===== src/plc_pkg.sv =====
// types, constants and helpers of the piecewise linear colormap
package plc_pkg;

    localparam int MAX_POINTS = 7;
    localparam int MIN_POINTS = 2;
    localparam int IDX_W      = $clog2(MAX_POINTS);
    localparam int CNT_W      = 3;
    localparam int VAL_W      = 16;
    localparam int COL_W      = 8;
    localparam int NUM_CH     = 3;
    localparam int CH_W       = 2;
    localparam int PROD_W     = VAL_W + COL_W;
    localparam int NUM_W      = PROD_W + 1;
    // divisor is twice the segment width, pre-shifted for an 8-bit quotient
    localparam int DSH_W      = VAL_W + COL_W;
    localparam int STEP_W     = $clog2(2 * NUM_CH);
    localparam int QCNT_W     = $clog2(COL_W);
    localparam int CFG_IDX_W  = 3;
    localparam int CFG_DATA_W = 40;

    // register indexes of the configuration port
    localparam logic [CFG_IDX_W-1:0] CFG_POINT_COUNT = 3'd0;
    localparam logic [CFG_IDX_W-1:0] CFG_POINT_FIRST = 3'd1;

    // channel lanes
    localparam logic [CH_W-1:0] CH_RED   = 2'd0;
    localparam logic [CH_W-1:0] CH_GREEN = 2'd1;
    localparam logic [CH_W-1:0] CH_BLUE  = 2'd2;

    typedef struct packed {
        logic [VAL_W-1:0] value;
        logic [COL_W-1:0] red;
        logic [COL_W-1:0] green;
        logic [COL_W-1:0] blue;
    } point_t;

    typedef logic [NUM_CH-1:0][COL_W-1:0] color_t;

    typedef struct packed {
        logic                             start;
        logic [VAL_W-1:0]                 den;
        logic [NUM_CH-1:0][NUM_W-1:0]     num;
    } div_req_t;

    typedef struct packed {
        logic   done;
        color_t quo;
    } div_res_t;

    function automatic logic [COL_W-1:0] point_chan(point_t p, logic [CH_W-1:0] ch);
        logic [COL_W-1:0] c;
        unique case (ch)
            CH_RED:   c = p.red;
            CH_GREEN: c = p.green;
            default:  c = p.blue;
        endcase
        return c;
    endfunction

endpackage


===== src/piecewise_linear_colormap_core.sv =====
// piecewise linear colormap: breakpoint search, shared multiplier, iterative divider
//
//  channel   direction  handshake                payload
//  sample    in         sample_valid/stall       sample
//  color     out        color_valid/stall        red, green, blue
//  cfg       in         cfg_valid/cfg_ready      cfg_index, cfg_data
//
// the search compares the sample with one breakpoint per cycle
// an interior sample then takes a multiply-accumulate step for each channel
// and endpoint on the one 8x16 multiplier, then a three-lane division
// a sample outside every segment takes the color of the first or last breakpoint
// one item at a time; sample_stall is high from acceptance until the result loads
// the color register holds a result under color_stall while the next item is taken
// rst_n clears control state and restores the breakpoint table
module piecewise_linear_colormap_core
    import plc_pkg::*;
(
    input  logic                  clk,
    input  logic                  rst_n,
    input  logic                  sample_valid,
    output logic                  sample_stall,
    input  logic [VAL_W-1:0]      sample,
    output logic                  color_valid,
    input  logic                  color_stall,
    output logic [COL_W-1:0]      red,
    output logic [COL_W-1:0]      green,
    output logic [COL_W-1:0]      blue,
    input  logic                  cfg_valid,
    output logic                  cfg_ready,
    input  logic [CFG_IDX_W-1:0]  cfg_index,
    input  logic [CFG_DATA_W-1:0] cfg_data
);

    typedef enum logic [2:0] {
        ST_IDLE,
        ST_SEARCH,
        ST_MUL,
        ST_DIV,
        ST_OUT
    } state_t;

    state_t                       state_reg;
    logic [CNT_W-1:0]             count_reg;
    point_t                       point_reg [MAX_POINTS];
    logic [IDX_W-1:0]             idx_reg;
    logic [VAL_W-1:0]             sample_reg;
    point_t                       lo_reg;
    point_t                       hi_reg;
    logic [VAL_W-1:0]             w_reg;
    logic [VAL_W-1:0]             t_reg;
    logic [VAL_W-1:0]             den_reg;
    logic [STEP_W-1:0]            step_reg;
    logic [NUM_CH-1:0][PROD_W-1:0] acc_reg;
    color_t                       res_reg;
    logic                         start_reg;
    logic                         out_valid_reg;
    color_t                       out_reg;

    logic [IDX_W-1:0]             last_idx;
    logic [CFG_IDX_W-1:0]         wr_idx;
    point_t                       cur;
    logic                         below;
    logic [CH_W-1:0]              mul_ch;
    logic [COL_W-1:0]             mul_col;
    logic [VAL_W-1:0]             mul_fac;
    logic [PROD_W-1:0]            prod;
    logic                         out_free;
    div_req_t                     div_req;
    div_res_t                     div_res;

    // configuration registers
    assign cfg_ready = 1'b1;
    assign wr_idx    = cfg_index - CFG_POINT_FIRST;

    always_ff @(posedge clk or negedge rst_n)
    begin
        if (!rst_n)
        begin
            count_reg <= CNT_W'(MIN_POINTS);
            for (int i = 0; i < MAX_POINTS; i++)
            begin
                point_reg[i] <= (i == 1) ? '1 : '0;
            end
        end
        else if (cfg_valid && cfg_ready)
        begin
            if (cfg_index == CFG_POINT_COUNT)
            begin
                count_reg <= cfg_data[CNT_W-1:0];
            end
            else if (wr_idx < CFG_IDX_W'(MAX_POINTS))
            begin
                point_reg[wr_idx[IDX_W-1:0]] <= cfg_data;
            end
        end
    end

    // count clamped to the supported range
    always_comb
    begin
        priority if (count_reg < CNT_W'(MIN_POINTS))
        begin
            last_idx = IDX_W'(MIN_POINTS - 1);
        end
        else if (count_reg > CNT_W'(MAX_POINTS))
        begin
            last_idx = IDX_W'(MAX_POINTS - 1);
        end
        else
        begin
            last_idx = IDX_W'(count_reg - 1'b1);
        end
    end

    assign cur   = point_reg[idx_reg];
    assign below = sample_reg < cur.value;

    // shared multiplier: even steps c0*(v1-v), odd steps c1*(v-v0)
    assign mul_ch  = step_reg[STEP_W-1:1];
    assign mul_col = step_reg[0] ? point_chan(hi_reg, mul_ch) : point_chan(lo_reg, mul_ch);
    assign mul_fac = step_reg[0] ? t_reg : w_reg;
    assign prod    = PROD_W'(mul_col) * PROD_W'(mul_fac);

    // numerator 2*(c0*(v1-v) + c1*(v-v0)) + den over divisor 2*den rounds half up
    always_comb
    begin
        div_req.start = start_reg;
        div_req.den   = den_reg;
        for (int i = 0; i < NUM_CH; i++)
        begin
            div_req.num[i] = {acc_reg[i], 1'b0} + NUM_W'(den_reg);
        end
    end

    plc_div u_div (
        .clk   (clk),
        .rst_n (rst_n),
        .req   (div_req),
        .res   (div_res)
    );

    assign out_free = !out_valid_reg || !color_stall;

    always_ff @(posedge clk or negedge rst_n)
    begin
        if (!rst_n)
        begin
            state_reg     <= ST_IDLE;
            idx_reg       <= '0;
            step_reg      <= '0;
            start_reg     <= 1'b0;
            out_valid_reg <= 1'b0;
        end
        else
        begin
            start_reg <= 1'b0;
            if (out_valid_reg && !color_stall)
            begin
                out_valid_reg <= 1'b0;
            end
            unique case (state_reg)
                ST_IDLE:
                begin
                    if (sample_valid)
                    begin
                        sample_reg <= sample;
                        idx_reg    <= '0;
                        state_reg  <= ST_SEARCH;
                    end
                end
                ST_SEARCH:
                begin
                    priority if (below && idx_reg == '0)
                    begin
                        res_reg   <= {cur.blue, cur.green, cur.red};
                        state_reg <= ST_OUT;
                    end
                    else if (below)
                    begin
                        hi_reg    <= cur;
                        w_reg     <= cur.value - sample_reg;
                        t_reg     <= sample_reg - lo_reg.value;
                        den_reg   <= cur.value - lo_reg.value;
                        acc_reg   <= '0;
                        step_reg  <= '0;
                        state_reg <= ST_MUL;
                    end
                    else if (idx_reg == last_idx)
                    begin
                        res_reg   <= {cur.blue, cur.green, cur.red};
                        state_reg <= ST_OUT;
                    end
                    else
                    begin
                        lo_reg  <= cur;
                        idx_reg <= idx_reg + 1'b1;
                    end
                end
                ST_MUL:
                begin
                    acc_reg[mul_ch] <= acc_reg[mul_ch] + prod;
                    step_reg        <= step_reg + 1'b1;
                    if (step_reg == STEP_W'(2 * NUM_CH - 1))
                    begin
                        start_reg <= 1'b1;
                        state_reg <= ST_DIV;
                    end
                end
                ST_DIV:
                begin
                    if (div_res.done)
                    begin
                        res_reg   <= div_res.quo;
                        state_reg <= ST_OUT;
                    end
                end
                ST_OUT:
                begin
                    if (out_free)
                    begin
                        out_reg       <= res_reg;
                        out_valid_reg <= 1'b1;
                        state_reg     <= ST_IDLE;
                    end
                end
                default:
                begin
                    state_reg <= ST_IDLE;
                end
            endcase
        end
    end

    assign sample_stall = state_reg != ST_IDLE;
    assign color_valid  = out_valid_reg;
    assign red          = out_reg[CH_RED];
    assign green        = out_reg[CH_GREEN];
    assign blue         = out_reg[CH_BLUE];

endmodule


===== src/plc_div.sv =====
// three-lane restoring divider, one quotient bit per cycle, shared divisor
module plc_div
    import plc_pkg::*;
(
    input  logic     clk,
    input  logic     rst_n,
    input  div_req_t req,
    output div_res_t res
);

    logic                         busy_reg;
    logic                         done_reg;
    logic [QCNT_W-1:0]            cnt_reg;
    logic [DSH_W-1:0]             dsh_reg;
    logic [NUM_CH-1:0][NUM_W-1:0] rem_reg;
    color_t                       quo_reg;

    logic [NUM_CH-1:0]            ge;

    always_comb
    begin
        for (int i = 0; i < NUM_CH; i++)
        begin
            ge[i] = rem_reg[i] >= NUM_W'(dsh_reg);
        end
    end

    always_ff @(posedge clk or negedge rst_n)
    begin
        if (!rst_n)
        begin
            busy_reg <= 1'b0;
            done_reg <= 1'b0;
            cnt_reg  <= '0;
        end
        else
        begin
            done_reg <= 1'b0;
            if (req.start)
            begin
                busy_reg <= 1'b1;
                cnt_reg  <= '0;
            end
            else if (busy_reg)
            begin
                cnt_reg <= cnt_reg + 1'b1;
                if (cnt_reg == QCNT_W'(COL_W - 1))
                begin
                    busy_reg <= 1'b0;
                    done_reg <= 1'b1;
                end
            end
        end
    end

    always_ff @(posedge clk)
    begin
        if (req.start)
        begin
            // 2*den aligned to the top quotient bit
            dsh_reg <= {req.den, {COL_W{1'b0}}};
            rem_reg <= req.num;
            quo_reg <= '0;
        end
        else if (busy_reg)
        begin
            dsh_reg <= dsh_reg >> 1;
            for (int i = 0; i < NUM_CH; i++)
            begin
                if (ge[i])
                begin
                    rem_reg[i] <= rem_reg[i] - NUM_W'(dsh_reg);
                end
                quo_reg[i] <= {quo_reg[i][COL_W-2:0], ge[i]};
            end
        end
    end

    assign res.done = done_reg;
    assign res.quo  = quo_reg;

endmodule


===== config.mk =====
export PLATFORM = sky130hd
export DESIGN_NAME = piecewise_linear_colormap_core
export DESIGN_NICKNAME = d
export VERILOG_FILES = /design/src/plc_pkg.sv /design/src/piecewise_linear_colormap_core.sv /design/src/plc_div.sv
export SDC_FILE = /design/constraint.sdc
export NUM_CORES = 2
export LEC_CHECK = 0
export ABC_AREA = 1
export BUFFER_PORTS_ARGS = -buffer_cell sky130_fd_sc_hd__buf_2
export CAP_MARGIN = 20
export CORE_MARGIN = 1.5
export CORE_UTILIZATION = 58
export CTS_BUF_LIST = sky130_fd_sc_hd__clkbuf_4 sky130_fd_sc_hd__clkbuf_8
export CTS_CLUSTER_DIAMETER = 100
export DETAILED_ROUTE_END_ITERATION = 10
export PLACE_DENSITY_LB_ADDON = 0.12
export SKIP_CTS_REPAIR_TIMING = 1
export SYNTH_ARGS = -nofsm -noshare
export SYNTH_HDL_FRONTEND = slang
export SYNTH_SLANG_ARGS = --single-unit

===== constraint.sdc =====
create_clock -name clk -period 7.3 [get_ports clk]
set_input_delay 1.46 -clock clk [delete_from_list [all_inputs] [get_ports clk]]
set_output_delay 1.46 -clock clk [all_outputs]
set_load 0.005 [all_outputs]

Yosys cells after proc, flatten, opt, wreduce, memory -nomap -nowiden

Cells that the tools add are included.
W data, S select, Z words.

Bits in latches: 0
Register bits after elaboration: 670
Output and inout bits: 27
Memory bits (read-only): 0
Logic and storage cells: 212
Bits in writable memories: 0
Memories: 0
Input bits: 64

Bitwise operators: 6
Equality and inequality tests: 19
$add $sub $neg: 15
Multiplexer cells: 61
Magnitude comparators: 12
Div/mod/pow operators: 0
Reduce and logical (&&, ||, !) cells: 33
$mul: 1
Shift-type cells: 0

Operators with widths:

| cell              | count |
|---|---|
| $bwmux W280       | 1 |
| $mux W24          | 8 |
| $mux W75          | 2 |
| $mux W72          | 2 |
| $pmux W72 S2      | 1 |
| $bmux W40 S3      | 1 |
| $demux W40 S3     | 1 |
| $mux W40          | 3 |
| $add A25 B16 Y25  | 3 |
| $ge A25 B24 Y1    | 3 |
| $mux W25          | 3 |
| $sub A25 B24 Y25  | 3 |
| $bwmux W72        | 1 |
| $mux W3           | 17 |
| $bmux W24 S2      | 1 |
| $demux W24 S2     | 1 |
| $pmux W24 S2      | 1 |
| $sub A16 B16 Y16  | 3 |
| $pmux W8 S2       | 2 |
| $add A24 B24 Y24  | 1 |
| $mul A8 B16 Y24   | 1 |
| $reduce_and A5 Y1 | 4 |
| $lt A16 B16 Y1    | 1 |
| $mux W16          | 1 |
| 34 further kinds  | 82 |

Depth between registers and ports, before layout

Depth after elaboration: 8
Mapped depth: 30

Modules after synthesis

From an unflattened synthesis, not the netlist that was laid out.

Cells, all modules: 5716
Area total of the unflattened synthesis: 44048.5 um2

Modules (own cells, without submodules):

| module                         | instances | seq. area each (um2) | area each (um2) | cells each |
|---|---|---|---|---|
| piecewise_linear_colormap_core | 1         | 14855.5              | 33327.0         | 4032 |
| plc_div                        | 1         | 3498.4               | 10721.5         | 1684 |

Worst setup path after synthesis

No wires, ideal clock.

Path type: flip-flop to flip-flop
Start: reg idx_reg[0]
End: reg acc_reg[0] (netlist name), enable pin
Arrival time: 6.050 ns
Library setup time: 0.526 ns
Required time: 6.774 ns
Clock period less this slack: 6.576 ns
Setup slack: 0.724 ns
Buffers on the path: 4
Stages on the path, launching flop included: 21
Path through: dfrtp_1 > buf_2 > buf_4 > buf_2 > buf_2 > nor2_1 > o22ai_1 > nand2_1 > nand2_1 > inv_1 > ha_1 > fa_1 > inv_1 > nand2_1 > nand2_1 > nand3_1 > nand2_2 > nand2_1 > nand2_1 > nand4_1 > a21oi_1

RTL lines:

| element                         | line                                  | text |
|---|---|---|
| from (decl)                     | piecewise_linear_colormap_core.sv:45  | `logic [IDX_W-1:0] idx_reg;` |
| from (signal assigned)          | piecewise_linear_colormap_core.sv:196 | `idx_reg <= idx_reg + 1'b1;` |
| to (signal, indexed assignment) | piecewise_linear_colormap_core.sv:201 | `acc_reg[mul_ch] <= acc_reg[mul_ch] + prod;` |
| to (decl)                       | piecewise_linear_colormap_core.sv:53  | `logic [NUM_CH-1:0][PROD_W-1:0] acc_reg;` |

Final worst setup path

Start: reg step_reg[0]
End: reg acc_reg[42] (netlist name) (data pin)

Longest elaborated chain between the ends: 5
Elaborated cells between the ends (all ways): 6
Classes of those cells: add/sub: 1; mul: 1; mux: 4

Ends and longest elaborated chain:

| element                             | line                                                                         | text |
|---|---|---|
| from (decl)                         | piecewise_linear_colormap_core.sv:52                                         | `logic [STEP_W-1:0] step_reg;` |
| from (signal assigned)              | piecewise_linear_colormap_core.sv:202                                        | `step_reg <= step_reg + 1'b1;` |
| $mux W8 or $mux W16 (tied branches) | piecewise_linear_colormap_core.sv:120, piecewise_linear_colormap_core.sv:121 |  |
| $mul A8 B16 Y24 (*)                 | piecewise_linear_colormap_core.sv:122                                        | `assign prod = PROD_W'(mul_col) * PROD_W'(mul_fac);` |
| $add A24 B24 Y24 (*)                | piecewise_linear_colormap_core.sv:201                                        |  |
| $bwmux W72 (*)                      | piecewise_linear_colormap_core.sv:201                                        |  |
| $pmux W72 S2 (*)                    | piecewise_linear_colormap_core.sv:161                                        | `unique case (state_reg)` |

Mark *: on every way between the ends. The rest lies on a longest branch, timed or not.
A chain may end at the register's enable or synchronous reset.

==> flow_metrics.py <==
metrics = {
    "place": {
        "numPortBuffers": 89,
        "placed_cells": 6424,
        "dpl_cell_area_mm2": 0.0446,
        "gp_congestion": 0.993,
        "dp_hpwl_um": 95100,
    },
    "logic_synthesis": {
        "postSynthCellCount": 5522,
        "ys_warn_count": 0,
        "synth_nets": 5917,
        "synth_ff_type": "edfxtp_1",
        "synth-seq-cells": 670,
        "avgSynthCellArea_um2": 7.86,
        "synth_edf_count": 339,
        "synth-seq-area-share_pct": 42.3,
        "synthesis.area_mm2": 0.0434,
        "ys_types": 51,
        "async_flop_share_pct": 44.6,
    },
    "routing": {
        "ant_nets": 0,
        "dr_total_vias": 37900,
        "drc": 0,
        "routed_wl_um": 130000,
        "avgViaCountPerCell": 5.71,
        "routedWlPerCell_um": 19.6,
        "drtIter0Drc": 3617,
        "drtPass1Iterations": 8,
    },
    "min_path": {
        "worstHoldEndpoint": "red[4]",
        "hp-start": "res_reg[4]",
        "holdPathStages": 0,
        "hp-class": "register to register",
    },
    "setup_path": {
        "timing.rr.end": "acc_reg[42]",
        "crit_fanout": 28,
        "slowest_stage": "dfrtp_1",
        "path_cells": "inv_1 -> o21ai_2 -> nand2_1 -> fa_1 -> inv_1 -> fa_1 -> fa_1 -> inv_1 -> fa_1 -> inv_1 -> ha_1 -> a21oi_1 -> inv_1 -> a21oi_1 -> nor2_1 -> nor2_1 -> nand2_1 -> nand2_1 -> nand3_1 -> nand2_1 -> inv_1",
        "critPathRequiredTime_ns": 7.79,
        "crit_type": "register to register",
        "r2r_start": "step_reg[0]",
        "path_common_cell": "inv_1",
        "path_buf_inv": 6,
        "worstSetupStartpointType": "register",
        "cp_data_arrival_time_ns": 6.71,
        "crit_family": "adder cells",
        "cp.depth": 21,
        "r2r_slack_ns": 1.08,
        "r2r_cells": 21,
        "endpoint_kind": "register",
        "cpPeakStageDelay_ns": 0.94,
    },
    "final_layout": {
        "fin_area_mm2": 0.0471,
        "fin_cells": 6633,
        "nets": 5965,
        "multi_input_area_mm2": 0.0214,
        "final_common_cell": "nand2_1",
        "synthToLayoutAreaGrowth_pct": 8.37,
        "largest_register_ffs": 280,
        "fillCellCount": 6733,
        "layout_common_cells": "nand2_1 (1,291), inv_1 (750), o21ai_0 (647)",
        "register_area_mm2": 0.0184,
        "layout-drive-gt1-share_pct": 7.13,
    },
    "global_route": {
        "grt_max_degree": 151,
        "gr-total-overflow": 0,
        "grt_pass1_wl_um": 201000,
        "grt_pass1_vias": 35800,
        "antenna_found_initial": 1,
        "grt_usage_pct": 33.7,
    },
    "sta": {
        "tightest_slew_ns": 1.27,
        "finalSetupTns_ns": 0,
        "hold_violations": 0,
        "rsz0062_at_grt": "no",
        "min_period_ns": 6.22,
        "max_freq_mhz": 161,
        "setup_viol": 0,
        "worst_slew_margin_rel_pct": 15.0,
        "drv_slew": 0,
        "skew_ns": 0.0786,
        "fin_crit_sh_pct": 85.2,
    },
    "clocking": {
        "root_buffer": "clkbuf_8",
        "path_clk_slew_ns": 0.06,
        "clk_latency_ns": 0.78,
        "clockBufferDepth": 3,
        "tritoncts": "done",
        "clock_sinks": 670,
        "htreeDepth": 3,
        "cts_buffers": 112,
    },
    "die": {
        "dieWidth_um": 277,
        "rows": 100,
        "start_util_pct": 58.4,
        "die_area_mm2": 0.0765,
        "fp.dieH_um": 277,
        "design.core.area_mm2": 0.0743,
        "ioPinCount": 91,
    },
    "pwr": {
        "p_leak_nw": 22.6,
        "ir_drop_v": 0.000182,
        "p_per_area_mw_per_mm2": 201,
    },
    "outcome": {
        "status": "finished, final reports clean",
    },
    "job": {
        "maxCapViolCount": 0,
    },
}
==> worst reg2reg max path, stage by stage, from the launching register on <==
cell and delay [ns]:
dfrtp_1 0.94, inv_1 0.45, o21ai_2 0.71, nand2_1 0.19, fa_1 0.58, inv_1 0.05
fa_1 0.47, fa_1 0.49, inv_1 0.06, fa_1 0.53, inv_1 0.04, ha_1 0.35
a21oi_1 0.20, inv_1 0.06, a21oi_1 0.28, nor2_1 0.08, nor2_1 0.14, nand2_1 0.07
nand2_1 0.10, nand3_1 0.08, nand2_1 0.08, inv_1 0.04
==> through the flow <==
stage	worst slack [ns]	util (%)	hold WS [ns]	power, mW
floorplan	0.724	-	0.400	5.49
global placement	1.23	59.9	0.402	5.83
detailed placement	1.11	60.0	0.405	5.88
CTS	1.12	63.3	0.393	9.49
global route	0.580	63.3	0.410	9.88
finish	1.08	63.3	0.413	9.45
==> how the worst max path moves through the flow <==
stage	endpoint	slack [ns]	from
floorplan	acc_reg[0]	0.72	idx_reg[0]
global route	acc_reg[46]	0.58	step_reg[0]
detailed placement	acc_reg[41]	1.11	step_reg[0]
finish	acc_reg[42]	1.08	step_reg[0]
global placement	acc_reg[47]	1.23	step_reg[1]
CTS	acc_reg[42]	1.12	step_reg[0]
==> cell type report <==
cell class | instances | area share [%]
inverter | 766 | 6.13
timing repair buffer | 125 | 1.65
sequential | 670 | 39.0
clock inverter | 49 | 0.992
clock buffer | 158 | 4.21
multi-input combinational | 3895 | 45.4
tap | 969 | 2.58
antenna | 1 | 0.00532
==> per-layer routing <==
metal	GRT usage (%)	wire, µm	vias up
met5	0	0	-
met4	14.6	5760	0
met3	3.75	9090	288
met2	55.1	61100	1498
met1	45.5	53900	17800
li1	-	-	18300
==> cell usage after synthesis (12+ instances only) <==
| cell type | n | area share [%] |
|---|---|---|
| xor2_1 | 42 | 0.85 |
| and2_1 | 14 | 0.20 |
| o21bai_1 | 16 | 0.28 |
| o211ai_1 | 12 | 0.21 |
| inv_1 | 751 | 6.5 |
| buf_4 | 14 | 0.24 |
| nand4_1 | 57 | 0.82 |
| nand3b_1 | 14 | 0.24 |
| nand2_1 | 1298 | 11 |
| xnor2_1 | 20 | 0.40 |
| nand3_1 | 294 | 3.4 |
| o22ai_1 | 59 | 0.85 |
| buf_2 | 43 | 0.50 |
| nor3_1 | 45 | 0.52 |
| a21oi_1 | 304 | 3.5 |
| ha_1 | 216 | 6.2 |
| fa_1 | 115 | 5.3 |
| o21ai_0 | 647 | 7.5 |
| dfxtp_1 | 32 | 1.5 |
| a31oi_1 | 41 | 0.59 |
| dfstp_2 | 41 | 2.5 |
| dfrtp_1 | 258 | 15 |
| nor2_1 | 578 | 5.0 |
| o21ai_1 | 53 | 0.61 |
| clkbuf_1 | 118 | 1.0 |
| edfxtp_1 | 339 | 23 |
==> power by group <==
group / internal [mW] / switching (mW)
Clock: 1.99 / 1.64
Combinational: 0.412 / 0.727
Sequential: 4.47 / 0.214
==> cells by family (layout without fill, tap and decap cells) <==
| kind of cell | after synthesis | count (layout) | share of synthesized area, % |
|---|---|---|---|
| other | 1 | 2 | 0.00864 |
| DFF | 670 | 670 | 42.3 |
| adders and majority gates | 331 | 331 | 11.5 |
| xor gates and xnor gates | 62 | 62 | 1.25 |
| AOI/OAI and AO/OA | 1181 | 1181 | 14.5 |
| buffers and inverters | 957 | 1098 | 8.66 |
| and+or+nand+nor | 2320 | 2320 | 21.7 |
Power figures use the tool's default switching activity.
